--- src/rtl/core/erpm_pkg.sv ---
// Encoder rpm estimator: shared types and constants.
// No dependencies; compiled first.
`default_nettype none

package erpm_pkg;

	localparam int unsigned COUNT_W   = 16;
	localparam int unsigned TIME_W    = 32;
	localparam int unsigned SPEED_W   = 24;
	localparam int unsigned ALPHA_W   = 9;
	localparam int unsigned CFG_W     = 16;
	localparam int unsigned PROD_W    = 32;

	localparam logic [15:0] RPM_SCALE   = 16'd60000;
	localparam logic [15:0] INTERVAL_RST = 16'd100;
	localparam logic [15:0] RESYNC_RST  = 16'd800;
	localparam logic [15:0] CPR_RST     = 16'd1792;
	localparam logic [8:0]  ALPHA_RST   = 9'd77;
	localparam logic [8:0]  ALPHA_ONE   = 9'd256;

	localparam logic signed [SPEED_W-1:0] SPD_MAX = 24'sh7FFFFF;
	localparam logic signed [SPEED_W-1:0] SPD_MIN = 24'sh800000;

	typedef enum logic [1:0] {
		CFG_INTERVAL = 2'd0,
		CFG_RESYNC   = 2'd1,
		CFG_CPR      = 2'd2,
		CFG_ALPHA    = 2'd3
	} erpm_cfg_idx_t;

	typedef enum logic [1:0] {
		WS_EARLY   = 2'd0,
		WS_RESYNC  = 2'd1,
		WS_UPDATE  = 2'd2,
		WS_RESTART = 2'd3
	} erpm_status_t;

	typedef enum logic [2:0] {
		S_IDLE,
		S_DECIDE,
		S_DIV,
		S_EMA_MUL,
		S_EMA_ADD,
		S_OUT
	} erpm_state_t;

	typedef struct packed {
		logic [TIME_W-1:0]  now_ms;
		logic [COUNT_W-1:0] left_count;
		logic [COUNT_W-1:0] right_count;
		logic               restart;
	} erpm_sample_t;

	typedef struct packed {
		logic [1:0]                window_status;
		logic signed [SPEED_W-1:0] left_speed;
		logic signed [SPEED_W-1:0] right_speed;
	} erpm_result_t;

	typedef struct packed {
		logic load_in;
		logic decide;
		logic div_step;
		logic ema_mul;
		logic ema_commit;
		logic out_load;
	} erpm_cmd_t;

	typedef struct packed {
		logic restart;
		logic early;
		logic resync;
		logic div_done;
	} erpm_stat_t;

endpackage

`default_nettype wire

--- src/rtl/core/erpm_stream_if.sv ---
// Valid/ready stream channel carrying one payload beat.
// Payload type supplied by the instantiating level.
`default_nettype none

interface erpm_stream_if #(
	parameter type payload_t = logic
);
	logic     valid;
	logic     ready;
	payload_t payload;

	modport source (output valid, output payload, input ready);
	modport sink   (input valid, input payload, output ready);
endinterface

`default_nettype wire

--- src/rtl/core/erpm_ctrl.sv ---
// Sequencing state machine for the rpm estimator.
// Depends on erpm_pkg; drives erpm_datapath through erpm_cmd_t.
`default_nettype none

module erpm_ctrl
	import erpm_pkg::*;
(
	input  wire logic       clk,
	input  wire logic       arst_n,
	input  wire logic       in_valid,
	output logic            in_ready,
	output logic            out_valid,
	input  wire logic       out_ready,
	input  wire erpm_stat_t stat,
	output erpm_cmd_t       cmd
);

	erpm_state_t state_q, state_d;
	logic        out_valid_q;

	always_ff @(posedge clk or negedge arst_n) begin
		if (!arst_n) begin
			state_q     <= S_IDLE;
			out_valid_q <= 1'b0;
		end else begin
			state_q <= state_d;
			if (cmd.out_load)
				out_valid_q <= 1'b1;
			else if (out_ready)
				out_valid_q <= 1'b0;
		end
	end

	always_comb begin
		state_d  = state_q;
		cmd      = '0;
		in_ready = 1'b0;
		unique case (state_q)
			S_IDLE: begin
				in_ready = 1'b1;
				if (in_valid) begin
					cmd.load_in = 1'b1;
					state_d     = S_DECIDE;
				end
			end
			S_DECIDE: begin
				cmd.decide = 1'b1;
				if (stat.restart || stat.early || stat.resync)
					state_d = S_OUT;
				else
					state_d = S_DIV;
			end
			S_DIV: begin
				cmd.div_step = 1'b1;
				if (stat.div_done)
					state_d = S_EMA_MUL;
			end
			S_EMA_MUL: begin
				cmd.ema_mul = 1'b1;
				state_d     = S_EMA_ADD;
			end
			S_EMA_ADD: begin
				cmd.ema_commit = 1'b1;
				state_d        = S_OUT;
			end
			S_OUT: begin
				if (!out_valid_q || out_ready) begin
					cmd.out_load = 1'b1;
					state_d      = S_IDLE;
				end
			end
			default: state_d = S_IDLE;
		endcase
	end

	assign out_valid = out_valid_q;

endmodule

`default_nettype wire

--- src/rtl/core/erpm_datapath.sv ---
// Datapath: config registers, baseline and smoothed state, scaling multipliers,
// two-lane restoring divider and EMA. Depends on erpm_pkg.
`default_nettype none

module erpm_datapath
	import erpm_pkg::*;
#(
	parameter int unsigned SPEED_FRAC_BITS = 8
) (
	input  wire logic               clk,
	input  wire logic               arst_n,
	input  wire logic               cfg_wr_en,
	input  wire logic [1:0]         cfg_index,
	input  wire logic [CFG_W-1:0]   cfg_data,
	input  wire erpm_sample_t       in_data,
	input  wire erpm_cmd_t          cmd,
	output erpm_stat_t              stat,
	output erpm_result_t            out_data
);

	localparam int unsigned NUM_W = PROD_W + SPEED_FRAC_BITS;
	localparam int unsigned CNT_W = $clog2(NUM_W);
	localparam logic [NUM_W-1:0] POS_LIM = NUM_W'(24'h7FFFFF);
	localparam logic [NUM_W-1:0] NEG_LIM = NUM_W'(25'h0800000);

	logic [15:0]        interval_q, resync_q, cpr_q;
	logic [ALPHA_W-1:0] alpha_q;

	erpm_sample_t       in_q;
	logic [COUNT_W-1:0] base_left_q, base_right_q;
	logic [TIME_W-1:0]  base_time_q;
	logic signed [SPEED_W-1:0] smooth_left_q, smooth_right_q;
	erpm_status_t       status_q;

	logic [NUM_W-1:0]   num_l_q, num_r_q;
	logic [PROD_W-1:0]  rem_l_q, rem_r_q;
	logic [PROD_W-1:0]  den_q;
	logic               neg_l_q, neg_r_q;
	logic [CNT_W-1:0]   cnt_q;

	logic signed [33:0] pa_l_q, pb_l_q, pa_r_q, pb_r_q;

	erpm_result_t       out_q;

	// configuration
	always_ff @(posedge clk or negedge arst_n) begin
		if (!arst_n) begin
			interval_q <= INTERVAL_RST;
			resync_q   <= RESYNC_RST;
			cpr_q      <= CPR_RST;
			alpha_q    <= ALPHA_RST;
		end else if (cfg_wr_en) begin
			unique case (erpm_cfg_idx_t'(cfg_index))
				CFG_INTERVAL: interval_q <= cfg_data;
				CFG_RESYNC:   resync_q   <= cfg_data;
				CFG_CPR:      cpr_q      <= cfg_data;
				CFG_ALPHA:    alpha_q    <= cfg_data[ALPHA_W-1:0];
				default:      ;
			endcase
		end
	end

	// window classification
	logic [TIME_W-1:0]  dt;
	logic [15:0]        ivl, cpr_c;
	logic [COUNT_W-1:0] d_l, d_r, mag_l, mag_r;

	always_comb begin
		dt    = in_q.now_ms - base_time_q;
		ivl   = (interval_q == 16'd0) ? 16'd1 : interval_q;
		cpr_c = (cpr_q == 16'd0) ? 16'd1 : cpr_q;
		d_l   = in_q.left_count - base_left_q;
		d_r   = in_q.right_count - base_right_q;
		mag_l = d_l[15] ? COUNT_W'(-d_l) : d_l;
		mag_r = d_r[15] ? COUNT_W'(-d_r) : d_r;
		stat.restart  = in_q.restart;
		stat.early    = dt < {16'd0, ivl};
		stat.resync   = dt > {16'd0, resync_q};
		stat.div_done = cnt_q == CNT_W'(NUM_W - 1);
	end

	// divider step, one quotient bit per lane per cycle
	logic [PROD_W:0] sh_l, sh_r, den_x;
	logic            ge_l, ge_r;

	always_comb begin
		den_x = {1'b0, den_q};
		sh_l  = {rem_l_q, num_l_q[NUM_W-1]};
		sh_r  = {rem_r_q, num_r_q[NUM_W-1]};
		ge_l  = sh_l >= den_x;
		ge_r  = sh_r >= den_x;
	end

	// raw rpm saturation and alpha clamp
	logic signed [SPEED_W-1:0] raw_l, raw_r;
	logic [ALPHA_W-1:0]        a_c, a_inv;

	always_comb begin
		if (neg_l_q)
			raw_l = (num_l_q > NEG_LIM) ? SPD_MIN : -SPEED_W'(num_l_q);
		else
			raw_l = (num_l_q > POS_LIM) ? SPD_MAX : SPEED_W'(num_l_q);
		if (neg_r_q)
			raw_r = (num_r_q > NEG_LIM) ? SPD_MIN : -SPEED_W'(num_r_q);
		else
			raw_r = (num_r_q > POS_LIM) ? SPD_MAX : SPEED_W'(num_r_q);
		a_c   = (alpha_q > ALPHA_ONE) ? ALPHA_ONE : alpha_q;
		a_inv = ALPHA_ONE - a_c;
	end

	// EMA sum, floor shift, saturate
	logic signed [34:0] sum_l, sum_r, sh8_l, sh8_r;
	logic signed [SPEED_W-1:0] ema_l, ema_r;

	always_comb begin
		sum_l = 35'(pa_l_q) + 35'(pb_l_q);
		sum_r = 35'(pa_r_q) + 35'(pb_r_q);
		sh8_l = sum_l >>> 8;
		sh8_r = sum_r >>> 8;
		if (sh8_l > 35'(SPD_MAX))
			ema_l = SPD_MAX;
		else if (sh8_l < 35'(SPD_MIN))
			ema_l = SPD_MIN;
		else
			ema_l = SPEED_W'(sh8_l);
		if (sh8_r > 35'(SPD_MAX))
			ema_r = SPD_MAX;
		else if (sh8_r < 35'(SPD_MIN))
			ema_r = SPD_MIN;
		else
			ema_r = SPEED_W'(sh8_r);
	end

	// state with reset
	always_ff @(posedge clk or negedge arst_n) begin
		if (!arst_n) begin
			base_left_q    <= '0;
			base_right_q   <= '0;
			base_time_q    <= '0;
			smooth_left_q  <= '0;
			smooth_right_q <= '0;
			cnt_q          <= '0;
		end else begin
			if ((cmd.decide && (stat.restart || (!stat.early && stat.resync)))
					|| cmd.ema_commit) begin
				base_left_q  <= in_q.left_count;
				base_right_q <= in_q.right_count;
				base_time_q  <= in_q.now_ms;
			end
			if (cmd.ema_commit) begin
				smooth_left_q  <= ema_l;
				smooth_right_q <= ema_r;
			end
			if (cmd.decide)
				cnt_q <= '0;
			else if (cmd.div_step)
				cnt_q <= cnt_q + CNT_W'(1);
		end
	end

	// payload registers
	always_ff @(posedge clk) begin
		if (cmd.load_in)
			in_q <= in_data;
		if (cmd.decide) begin
			if (stat.restart)
				status_q <= WS_RESTART;
			else if (stat.early)
				status_q <= WS_EARLY;
			else if (stat.resync)
				status_q <= WS_RESYNC;
			else
				status_q <= WS_UPDATE;
			num_l_q <= {PROD_W'(mag_l) * PROD_W'(RPM_SCALE), SPEED_FRAC_BITS'(0)};
			num_r_q <= {PROD_W'(mag_r) * PROD_W'(RPM_SCALE), SPEED_FRAC_BITS'(0)};
			den_q   <= PROD_W'(cpr_c) * PROD_W'(dt[15:0]);
			rem_l_q <= '0;
			rem_r_q <= '0;
			neg_l_q <= d_l[15];
			neg_r_q <= d_r[15];
		end else if (cmd.div_step) begin
			rem_l_q <= ge_l ? PROD_W'(sh_l - den_x) : sh_l[PROD_W-1:0];
			rem_r_q <= ge_r ? PROD_W'(sh_r - den_x) : sh_r[PROD_W-1:0];
			num_l_q <= {num_l_q[NUM_W-2:0], ge_l};
			num_r_q <= {num_r_q[NUM_W-2:0], ge_r};
		end
		if (cmd.ema_mul) begin
			pa_l_q <= $signed({1'b0, a_c}) * raw_l;
			pb_l_q <= $signed({1'b0, a_inv}) * smooth_left_q;
			pa_r_q <= $signed({1'b0, a_c}) * raw_r;
			pb_r_q <= $signed({1'b0, a_inv}) * smooth_right_q;
		end
		if (cmd.out_load) begin
			out_q.window_status <= status_q;
			out_q.left_speed    <= smooth_left_q;
			out_q.right_speed   <= smooth_right_q;
		end
	end

	assign out_data = out_q;

endmodule

`default_nettype wire

--- src/rtl/core/encoder_rpm_estimator_core.sv ---
// Two-channel encoder rpm estimator with exponential smoothing.
// Each accepted sample is first classified; a sample that updates the speeds then
// passes through the shared restoring divider (one quotient bit per cycle, both
// channels side by side) and the EMA multiply and add steps, while other samples
// go straight to the output. One sample is processed at a time; the result beat
// is held in an output register so the next sample can be taken while it waits.
// Depends on erpm_pkg, erpm_stream_if, erpm_ctrl, erpm_datapath.
`default_nettype none

module encoder_rpm_estimator_core
	import erpm_pkg::*;
#(
	parameter int unsigned SPEED_FRAC_BITS = 8
) (
	input  wire logic             clk,
	input  wire logic             arst_n,
	input  wire logic             cfg_wr_en,
	input  wire logic [1:0]       cfg_index,
	input  wire logic [CFG_W-1:0] cfg_data,
	erpm_stream_if.sink           sample,
	erpm_stream_if.source         result
);

	erpm_cmd_t    cmd;
	erpm_stat_t   stat;
	erpm_result_t out_data;

	erpm_ctrl u_ctrl (
		.clk       (clk),
		.arst_n    (arst_n),
		.in_valid  (sample.valid),
		.in_ready  (sample.ready),
		.out_valid (result.valid),
		.out_ready (result.ready),
		.stat      (stat),
		.cmd       (cmd)
	);

	erpm_datapath #(
		.SPEED_FRAC_BITS (SPEED_FRAC_BITS)
	) u_datapath (
		.clk       (clk),
		.arst_n    (arst_n),
		.cfg_wr_en (cfg_wr_en),
		.cfg_index (cfg_index),
		.cfg_data  (cfg_data),
		.in_data   (sample.payload),
		.cmd       (cmd),
		.stat      (stat),
		.out_data  (out_data)
	);

	assign result.payload = out_data;

endmodule

`default_nettype wire
--- src/flat_wrapper.sv ---
// flat-port wrapper written by rule: the top's interface ports become plain ports
module encoder_rpm_estimator_core_flat import erpm_pkg::*;
#(
	parameter int unsigned SPEED_FRAC_BITS = 8
)
  (clk, arst_n, cfg_wr_en, cfg_index, cfg_data, sample_valid, sample_payload, sample_ready, result_valid, result_payload, result_ready);
  erpm_stream_if sample_i ();
  erpm_stream_if result_i ();
  input  wire logic clk;
  input  wire logic arst_n;
  input  wire logic cfg_wr_en;
  input  wire logic [1:0] cfg_index;
  input  wire logic [CFG_W-1:0] cfg_data;
  input wire logic [$bits(sample_i.valid)-1:0] sample_valid;
  input wire logic [$bits(sample_i.payload)-1:0] sample_payload;
  output wire logic [$bits(sample_i.ready)-1:0] sample_ready;
  output wire logic [$bits(result_i.valid)-1:0] result_valid;
  output wire logic [$bits(result_i.payload)-1:0] result_payload;
  input wire logic [$bits(result_i.ready)-1:0] result_ready;
  assign sample_i.valid = sample_valid;
  assign sample_i.payload = sample_payload;
  assign sample_ready = sample_i.ready;
  assign result_valid = result_i.valid;
  assign result_payload = result_i.payload;
  assign result_i.ready = result_ready;
  encoder_rpm_estimator_core #(.SPEED_FRAC_BITS(SPEED_FRAC_BITS)) u_core (.clk(clk), .arst_n(arst_n), .cfg_wr_en(cfg_wr_en), .cfg_index(cfg_index), .cfg_data(cfg_data), .sample(sample_i), .result(result_i));
endmodule
--- config.mk ---
export PLATFORM = sky130hd
export DESIGN_NAME = encoder_rpm_estimator_core_flat
export DESIGN_NICKNAME = d
export VERILOG_FILES = /design/src/rtl/core/erpm_pkg.sv /design/src/rtl/core/erpm_stream_if.sv /design/src/rtl/core/erpm_ctrl.sv /design/src/rtl/core/erpm_datapath.sv /design/src/rtl/core/encoder_rpm_estimator_core.sv /design/src/flat_wrapper.sv
export SDC_FILE = /design/constraint.sdc
export NUM_CORES = 1
export LEC_CHECK = 0
export BUFFER_PORTS_ARGS = -buffer_cell sky130_fd_sc_hd__buf_4
export CORE_ASPECT_RATIO = 0.7
export CORE_MARGIN = 1
export CORE_UTILIZATION = 35
export CTS_BUF_LIST = sky130_fd_sc_hd__clkbuf_8
export DETAILED_ROUTE_END_ITERATION = 10
export GPL_ROUTABILITY_DRIVEN = 0
export PLACE_DENSITY = 0.58
export SETUP_SLACK_MARGIN = 0.05
export SLEW_MARGIN = 25
export SYNTH_ARGS = -nofsm -noshare
export SYNTH_HDL_FRONTEND = slang
export SYNTH_HIERARCHICAL = 1
export SYNTH_SLANG_ARGS = --single-unit
--- constraint.sdc ---
create_clock -name clk -period 10.2 [get_ports clk]
set_clock_uncertainty 0.2 [all_clocks]
set_input_delay 0 -clock clk [delete_from_list [all_inputs] [get_ports clk]]
set_output_delay 0 -clock clk [all_outputs]
set_load 0.01 [all_outputs]
Word level (Yosys, flattened, before mapping)

Cells that the tools add are included.

Register bits after elaboration: 217
Latch bits: 0
Bits in writable memories: 0
ROM bits: 0
Output and inout port bits: 3
Memories: 0

Add/subtract/negate cells: 3
$mul: 2
Divide/modulo/power cells: 0
Order comparisons: 7
Eq/ne operators: 11
Shift-type cells: 0
Mux-type cells: 24
Bitwise gates (word level): 0
Reductions and logical operators: 13

Operators by type and width:

| cell                   | count |
|---|---|
| $mux W24               | 3 |
| $mul A10 B24 Y34       | 2 |
| $gt A40 B23 Y1 const B | 1 |
| $mux W40               | 1 |
| $add A34 B34 Y35       | 1 |
| $ge A33 B1 Y1 const B  | 1 |
| $gt A27 B24 Y1 const B | 1 |
| $lt A27 B24 Y1 const B | 1 |
| $pmux W3 S6            | 1 |
| $gt A1 B16 Y1 const A  | 1 |
| $logic_not A16 Y1      | 1 |
| $lt A1 B16 Y1 const A  | 1 |
| $mux W16               | 1 |
| $mux W3                | 4 |
| $mux W6                | 2 |
| $mux W1                | 11 |
| $gt A9 B9 Y1 const B   | 1 |
| $mux W9                | 1 |
| $sub A9 B9 Y9 const A  | 1 |
| $add A6 B1 Y6 const B  | 1 |
| $eq A3 B2 Y1 const B   | 2 |
| $eq A3 B3 Y1 const B   | 2 |
| $eq A6 B6 Y1 const B   | 1 |
| $reduce_and A2 Y1      | 3 |
| 11 further kinds       | 15 |

Depth between registers and ports, before layout

Gate-level depths: netlist of the first run.

Depth after elaboration: 7
Depth in mapped cells: 38

Modules after synthesis

Netlist of the first run, hierarchy kept.

By module, submodules not included:

| module                     | instances | cells each | area each (um^2) | seq. area each (um^2) |
|---|---|---|---|---|
| erpm_datapath              | 1         | 8,481      | 79,149.7         | 16,437.0 |
| erpm_ctrl                  | 1         | 29         | 237.7            | 100.1 |
| encoder_rpm_estimator_core | 1         | 1          | 3.8              | 0.0 |

Worst setup path before layout of the first run

No wires, ideal clock.

Kind: flip-flop to flip-flop
From: register u_core.u_datapath.num_r_q[0]
To: register u_core.u_datapath.pa_r_q[33] (data pin)
Setup time: 0.261 ns
Arrival time: 8.664 ns
Path slack: 1.075 ns
Cell stages (with the launch flop): 35
Path buffers: 1
Clock period less this slack: 9.125 ns
Cells stage by stage: dfxtp_1 > inv_1 > ha_1 > nor3b_2 > nand3_1 > or3_1 > or3_1 > or4_1 > o41ai_2 > nand2b_1 > inv_2 > nand2_2 > buf_4 > o31ai_1 > a21oi_1 > nand2b_1 > fa_1 > inv_1 > fa_1 > fa_1 > fa_1 > fa_1 > ha_1 > a21o_1 > a21o_1 > a2111oi_0 > a21boi_0 > o31ai_1 > a2111oi_0 > o31ai_1 > o21ai_0 > o31ai_1 > a21o_1 > a21oi_1 > xnor2_1

Word-level cells in the longest chain between the ends: 3

Ends and longest elaborated chain:

| element                | RTL line             | source |
|---|---|---|
| start, declared        | erpm_datapath.sv:35  | `logic [NUM_W-1:0] num_l_q, num_r_q;` |
| start signal, assigned | erpm_datapath.sv:175 | `num_r_q <= {PROD_W'(mag_r) * PROD_W'(RPM_SCALE), SPEED_FRAC_BITS'(0)};` |
| start signal, assigned | erpm_datapath.sv:185 | `num_r_q <= {num_r_q[NUM_W-2:0], ge_r};` |
| $gt A40 B23 Y1         | erpm_datapath.sv:106 | `raw_r = (num_r_q > POS_LIM) ? SPD_MAX : SPEED_W'(num_r_q);` |
| $mux W24 (*)           | erpm_datapath.sv:106 |  |
| $mul A10 B24 Y34 (*)   | erpm_datapath.sv:190 | `pa_r_q <= $signed({1'b0, a_c}) * raw_r;` |
| end signal, assigned   | erpm_datapath.sv:190 |  |
| end, declared          | erpm_datapath.sv:41  | `logic signed [33:0] pa_l_q, pb_l_q, pa_r_q, pb_r_q;` |

Mark *: on every way between the ends. The rest lies on a longest branch, timed or not.
A chain may end at the register's enable or synchronous reset.

Worst setup path after layout of the first run

Ends and elaborated chain as after synthesis.

==> results.ini, run 1 <==
[run_status]
status=finished clean

[setup_path]
cp_top_family=adder cells
reg2reg_from=u_core/u_datapath/num_r_q[0]$_SDFFE_PP0P_
max_stage_delay_ns=0.55
crit_required_ns=10.46
worstSetupStartpointType=flip-flop
crit_type=reg -> reg
critPathLaunch=u_core/u_datapath/num_r_q[0]$_SDFFE_PP0P_
path_max_fanout=11
reg2reg_slack_ns=0.57
arrival_ns=9.89
cp_slowest_cell=or4_1
critPathBufInv=8
cp_common_cell=fa_1
end_kind=flip-flop

[sta]
rsz0062_at_grt=false
hold_viol_final=0
setup_slack_ns=0.571
fin_crit_ns=9.63
finalSetupViolations=0
max_freq_mhz=104
tightestPinTransition_ns=0.999
setup_tns_ns=0
relSlewSlack_pct=32.9
final-max-slew-violation-count=0
fin_crit_sh_pct=94.4

[finish]
syn_to_final_growth_pct=9.77
nets=6299
fin_cells=7013
drive_above_1_share_pct=7.40
design_area_um2=52200

[logic_synthesis]
synthCells=5113
yosys_warnings=6
syn_avg_cell_area_um2=9.31
synthesis.area_um2=47600

[floorplan]
start_util_pct=35.5
core_area_um2=134000
die_area_um2=137000
dieHeight_um=311
num_io_pins=27
die_w_um=443
rows=112

[place]
portBuffers=26
placed_area_um2=50100
pre_cts_ws_ns=-0.169
hpwl_mm=89.2
dp_cells=6821

[global_route]
grt_max_degree=83
grt_pass1_wl_mm=189
track_usage_pct=17.0
antenna_found_initial=3
overflow=0
grt_pass1_vias=34800

[drt]
drt_iter0_markers=2252
vias_per_cell=4.94
route.detailed.drc=0
wl_per_cell_um=16.4
routed_wl_mm=115
first_pass_iters=5
final_antenna_net_count=0
num_vias=34700

[cts]
cts_buffers=66
cts_max_level=3
clk_path_buf_depth=3
cts_root_buf=clkbuf_8
cts_tree=built
clock_latency_ns=0.74
clk_pin_slew_ns=0.07
cts_sinks=362

[flow_run]
drv_cap=0

[worst_hold_path]
min_from=result_ready
min_path_type=in -> reg

routing by layer:
metal  up-vias  routed length (um)  track usage [%]
met3        99                7300             3.83
met4         2                1440             2.82
met5         -                  20                0
met1     17200               59500             26.4
met2       732               46400             23.9
li1      16600                   -                -
cells in the final DEF, fill, tap and decap left out, drive strengths merged, types with 78 or more instances in the layout:
cell type and count:
inv 952, fa 612, nand2 511, ha 474, nor2 266, and2 243, a21oi 189, edfxtp 178
o21ai 161, xnor2 156, dfrtp 126, buf 113, mux2 94, a21o 78
path summary, 6_finish.rpt:
check                                                          endpoint  cells past startpoint
max                              u_core/u_datapath/pa_r_q[33]$_DFFE_PP_                     36
min                                 u_core/u_ctrl/out_valid$_DFFE_PN0P_                      4
max reg2reg                      u_core/u_datapath/pa_r_q[33]$_DFFE_PP_                     36
min reg2reg                  u_core/u_datapath/rem_r_q[11]$_SDFFE_PP0P_                      2
max in group asynchronous  u_core/u_datapath/base_time_q[1]$_DFFE_PN0P_                      4
min in group asynchronous   u_core/u_datapath/interval_q[5]$_DFFE_PN1P_                      3
area by class of cell:
type / count / area, um2
Antenna cell: 3 / 7.51
Sequential cell: 362 / 9740
Clock inverter: 47 / 367
Tap cell: 1767 / 2210
Fill cell: 13200 / 81900
Multi-Input combinational cell: 3655 / 33900
Clock buffer: 75 / 1030
Timing Repair Buffer: 177 / 1510
Inverter: 927 / 3480
state kept, by name (all words and copies together) (netlist names), 9 cells and up:
signal                            cells
u_core/u_datapath/in_q               48
u_core/u_datapath/num_r_q            40
u_core/u_datapath/pa_r_q             34
u_core/u_datapath/pb_r_q             34
u_core/u_datapath/base_time_q        32
u_core/u_datapath/den_q              32
u_core/u_datapath/rem_r_q            32
u_core/u_datapath/smooth_right_q     24
u_core/u_datapath/base_right_q       16
u_core/u_datapath/cpr_q              16
u_core/u_datapath/interval_q         16
u_core/u_datapath/resync_q           16
u_core/u_datapath/alpha_q             9
metrics by stage:
stage / hold WS, ns / util, %
final: 0.188 / 38.9
after global routing: 0.171 / 38.9
after CTS: 0.0997 / 38.9
after detailed placement: -0.00879 / 37.3
after global placement: -0.0155 / 37.3
after floorplan: -0.496 / -
what timing repair did:
action,in CTS,in global routing
hold buffers,65,0
setup endpoints to repair,5,9
resized for setup,2,16
cloned,0,0
hold endpoints to repair,186,0
setup buffers,0,2
pin swaps,0,1
worst reg2reg max path: cells and delay by family, from the launching register on:
family          cells  cell delay (ns)
compound gates     12             2.65
xor+xnor            1             0.08
fa+ha+maj           7             3.02
buf+inv             8             1.04
flops               1             0.34
simple gates        8             2.08
Power of run 1 is not shown: default switching activity piles up to over one toggle a cycle in this logic, so the estimate is an artifact.
==> run 2: changes to the inputs <==
==> constraint.sdc (replaced) <==
create_clock -name clk -period 10.15 [get_ports clk]
set_clock_uncertainty 0.2 [all_clocks]
set_input_delay 0 -clock clk [delete_from_list [all_inputs] [get_ports clk]]
set_output_delay 0 -clock clk [all_outputs]
set_load 0.01 [all_outputs]
==> results.ini, run 2 (synthesis results as in run 1) <==
[run_status]
status=finished clean

[cts]
cts_tree=built
clock_latency_ns=0.75  ; about the same
clk_pin_slew_ns=0.07  ; about the same
clk_path_buf_depth=3  ; unchanged
cts_buffers=61  ; -7.6%
cts_max_level=2  ; -1
cts_sinks=362  ; unchanged
cts_root_buf=clkbuf_8

[floorplan]
num_io_pins=27  ; unchanged
die_area_um2=137000  ; unchanged
core_area_um2=134000  ; unchanged
die_w_um=443  ; unchanged
start_util_pct=35.5  ; unchanged
rows=112  ; unchanged
dieHeight_um=311  ; unchanged

[sta]
fin_crit_ns=9.63  ; +0.00113 ns
fin_crit_sh_pct=94.9  ; +0.48 points
max_freq_mhz=104  ; about the same
final-max-slew-violation-count=0  ; unchanged
finalSetupViolations=0  ; unchanged
rsz0062_at_grt=false
setup_tns_ns=0  ; unchanged
tightestPinTransition_ns=1.06  ; +0.0575 ns
hold_viol_final=0  ; unchanged
relSlewSlack_pct=29.5  ; -3.4 points

[setup_path]
r2r-end=u_core/u_datapath/pa_r_q[33]$_DFFE_PP_
arrival_ns=9.93  ; +0.04 ns
path_max_fanout=16  ; +5
max_stage_delay_ns=0.55  ; about the same
critPathBufInv=5  ; -3
crit_type=reg -> reg
ff2ff_path_depth=35  ; -2.8%
worstSetupStartpointType=flip-flop
cp_common_cell=fa_1
end_kind=flip-flop
critPathLaunch=u_core/u_datapath/num_r_q[0]$_SDFFE_PP0P_
reg2reg_from=u_core/u_datapath/num_r_q[0]$_SDFFE_PP0P_
cp_top_family=compound AO/OA/AOI/OAI gates
cp_slowest_cell=fa_1
reg2reg_slack_ns=0.52  ; -0.05 ns
crit_cells=35  ; -2.8%
crit_required_ns=10.45  ; about the same
crit_path_end=u_core/u_datapath/pa_r_q[33]$_DFFE_PP_

[drt]
final_antenna_net_count=0  ; unchanged
route.detailed.drc=0  ; unchanged
num_vias=34800  ; +0.44%
drt_iter0_markers=2308  ; +2.5%
wl_per_cell_um=16.1  ; -1.5%
first_pass_iters=6  ; +1
vias_per_cell=4.97  ; +0.61%
routed_wl_mm=113  ; -1.7%

[finish]
final_common_cell=inv_1
fin_cells=7001  ; -0.17%
utilization_pct=39.0  ; about the same
regMostFlops=u_core/u_datapath/in_q
drive_above_1_share_pct=7.41  ; +0.014 points
largest_reg_flops=48  ; unchanged
nets=6290  ; -0.14%
syn_to_final_growth_pct=9.80  ; about the same
top_regs=u_core/u_datapath/in_q x48, u_core/u_datapath/num_r_q x40
final_cell_mix=940 x inv_1, 612 x fa_1, 509 x nand2_1

[global_route]
track_usage_pct=16.7  ; -0.28 points
grt_pass1_wl_mm=188  ; -0.62%
grt_max_degree=78  ; -6.0%
grt_pass1_vias=34800  ; +0.055%
antenna_found_initial=2  ; -1
overflow=0  ; unchanged

[worst_hold_path]
min_path_type=in -> reg

[flow_run]
drv_cap=0  ; unchanged

[place]
portBuffers=26  ; unchanged
dp_cells=6820  ; -0.015%
hpwl_mm=88.4  ; -0.92%

-- run 2: cell types whose count changed in the layout (fill, tap and decap cells not counted), moves of 2 or more --
cell,change
inv_8,-3
a21oi_1,-3
a21oi_2,+3
diode_2,-2
bufinv_16,+3
clkbuf_8,-5
inv_1,-3
o21ai_4,+2
dlygate4sd3_1,-4
inv_6,-3
clkinv_8,+2
-- run 2: cell type report --
cell class	instances	area, um2
Fill cell	13300	81900
Inverter	927	3480
Tap cell	1767	2210
Sequential cell	362	9740
Multi-Input combinational cell	3655	33900
Timing Repair Buffer	173	1480
Clock buffer	70	963
Clock inverter	46	443
Antenna cell	1	2.50
-- run 2: layer usage --
metal / part of all wire [%] / vias to the layer above / routed length, um / GRT usage (%)
li1: - / 16600 / - / -
met3: 6.5 / 94 / 7300 / 2.99
met1: 52 / 17300 / 58600 / 26.4
met4: 1.4 / 0 / 1550 / 2.83
met5: 0 / - / 0 / 0
met2: 40 / 803 / 45400 / 23.5
-- run 2: tightest hold or removal path, stage by stage --
cell and delay (ns):
dlygate4sd3_1 0.54, buf_4 0.10, nand2b_1 0.24, o21ai_0 0.16
-- run 2: worst min path at each step --
stage | cells past startpoint | slack (ns) | to | from
4_1_cts | 6 | 0.06 | u_core/u_datapath/interval_q[5]$_DFFE_PN1P_ | cfg_index[0]
5_1_grt | 4 | 0.15 | u_core/u_ctrl/out_valid$_DFFE_PN0P_ | result_ready
6_report | 4 | 0.16 | u_core/u_ctrl/out_valid$_DFFE_PN0P_ | result_ready
3_3_place_gp | 1 | -0.06 | u_core/u_datapath/base_time_q[21]$_DFFE_PN0P_ | arst_n
3_5_place_dp | 1 | -0.06 | u_core/u_datapath/base_time_q[21]$_DFFE_PN0P_ | arst_n
2_1_floorplan | 0 | -0.50 | u_core/u_ctrl/out_valid$_DFFE_PN0P_ | arst_n
-- run 2: repair_timing --
action | 4_1_cts | 5_1_grt
pin swaps | 0 | 3
setup endpoints to repair | 5 | 12
hold endpoints to repair | 177 | 0
setup buffers | 0 | 3
resized for setup | 2 | 26
hold buffers | 61 | 0
-- run 2: through the flow --
step / hold slack (ns) / area, um2 / setup slack, ns
6_report: 0.157 / 52300 / 0.519
5_1_grt: 0.147 / 52300 / 0.0111
4_1_cts: 0.0623 / 52100 / 0.0743
3_5_place_dp: -0.0612 / 50000 / -0.248
3_3_place_gp: -0.0578 / 50000 / -0.107
2_1_floorplan: -0.496 / 47800 / 1.03
Power of run 2 is left out for the same reason.
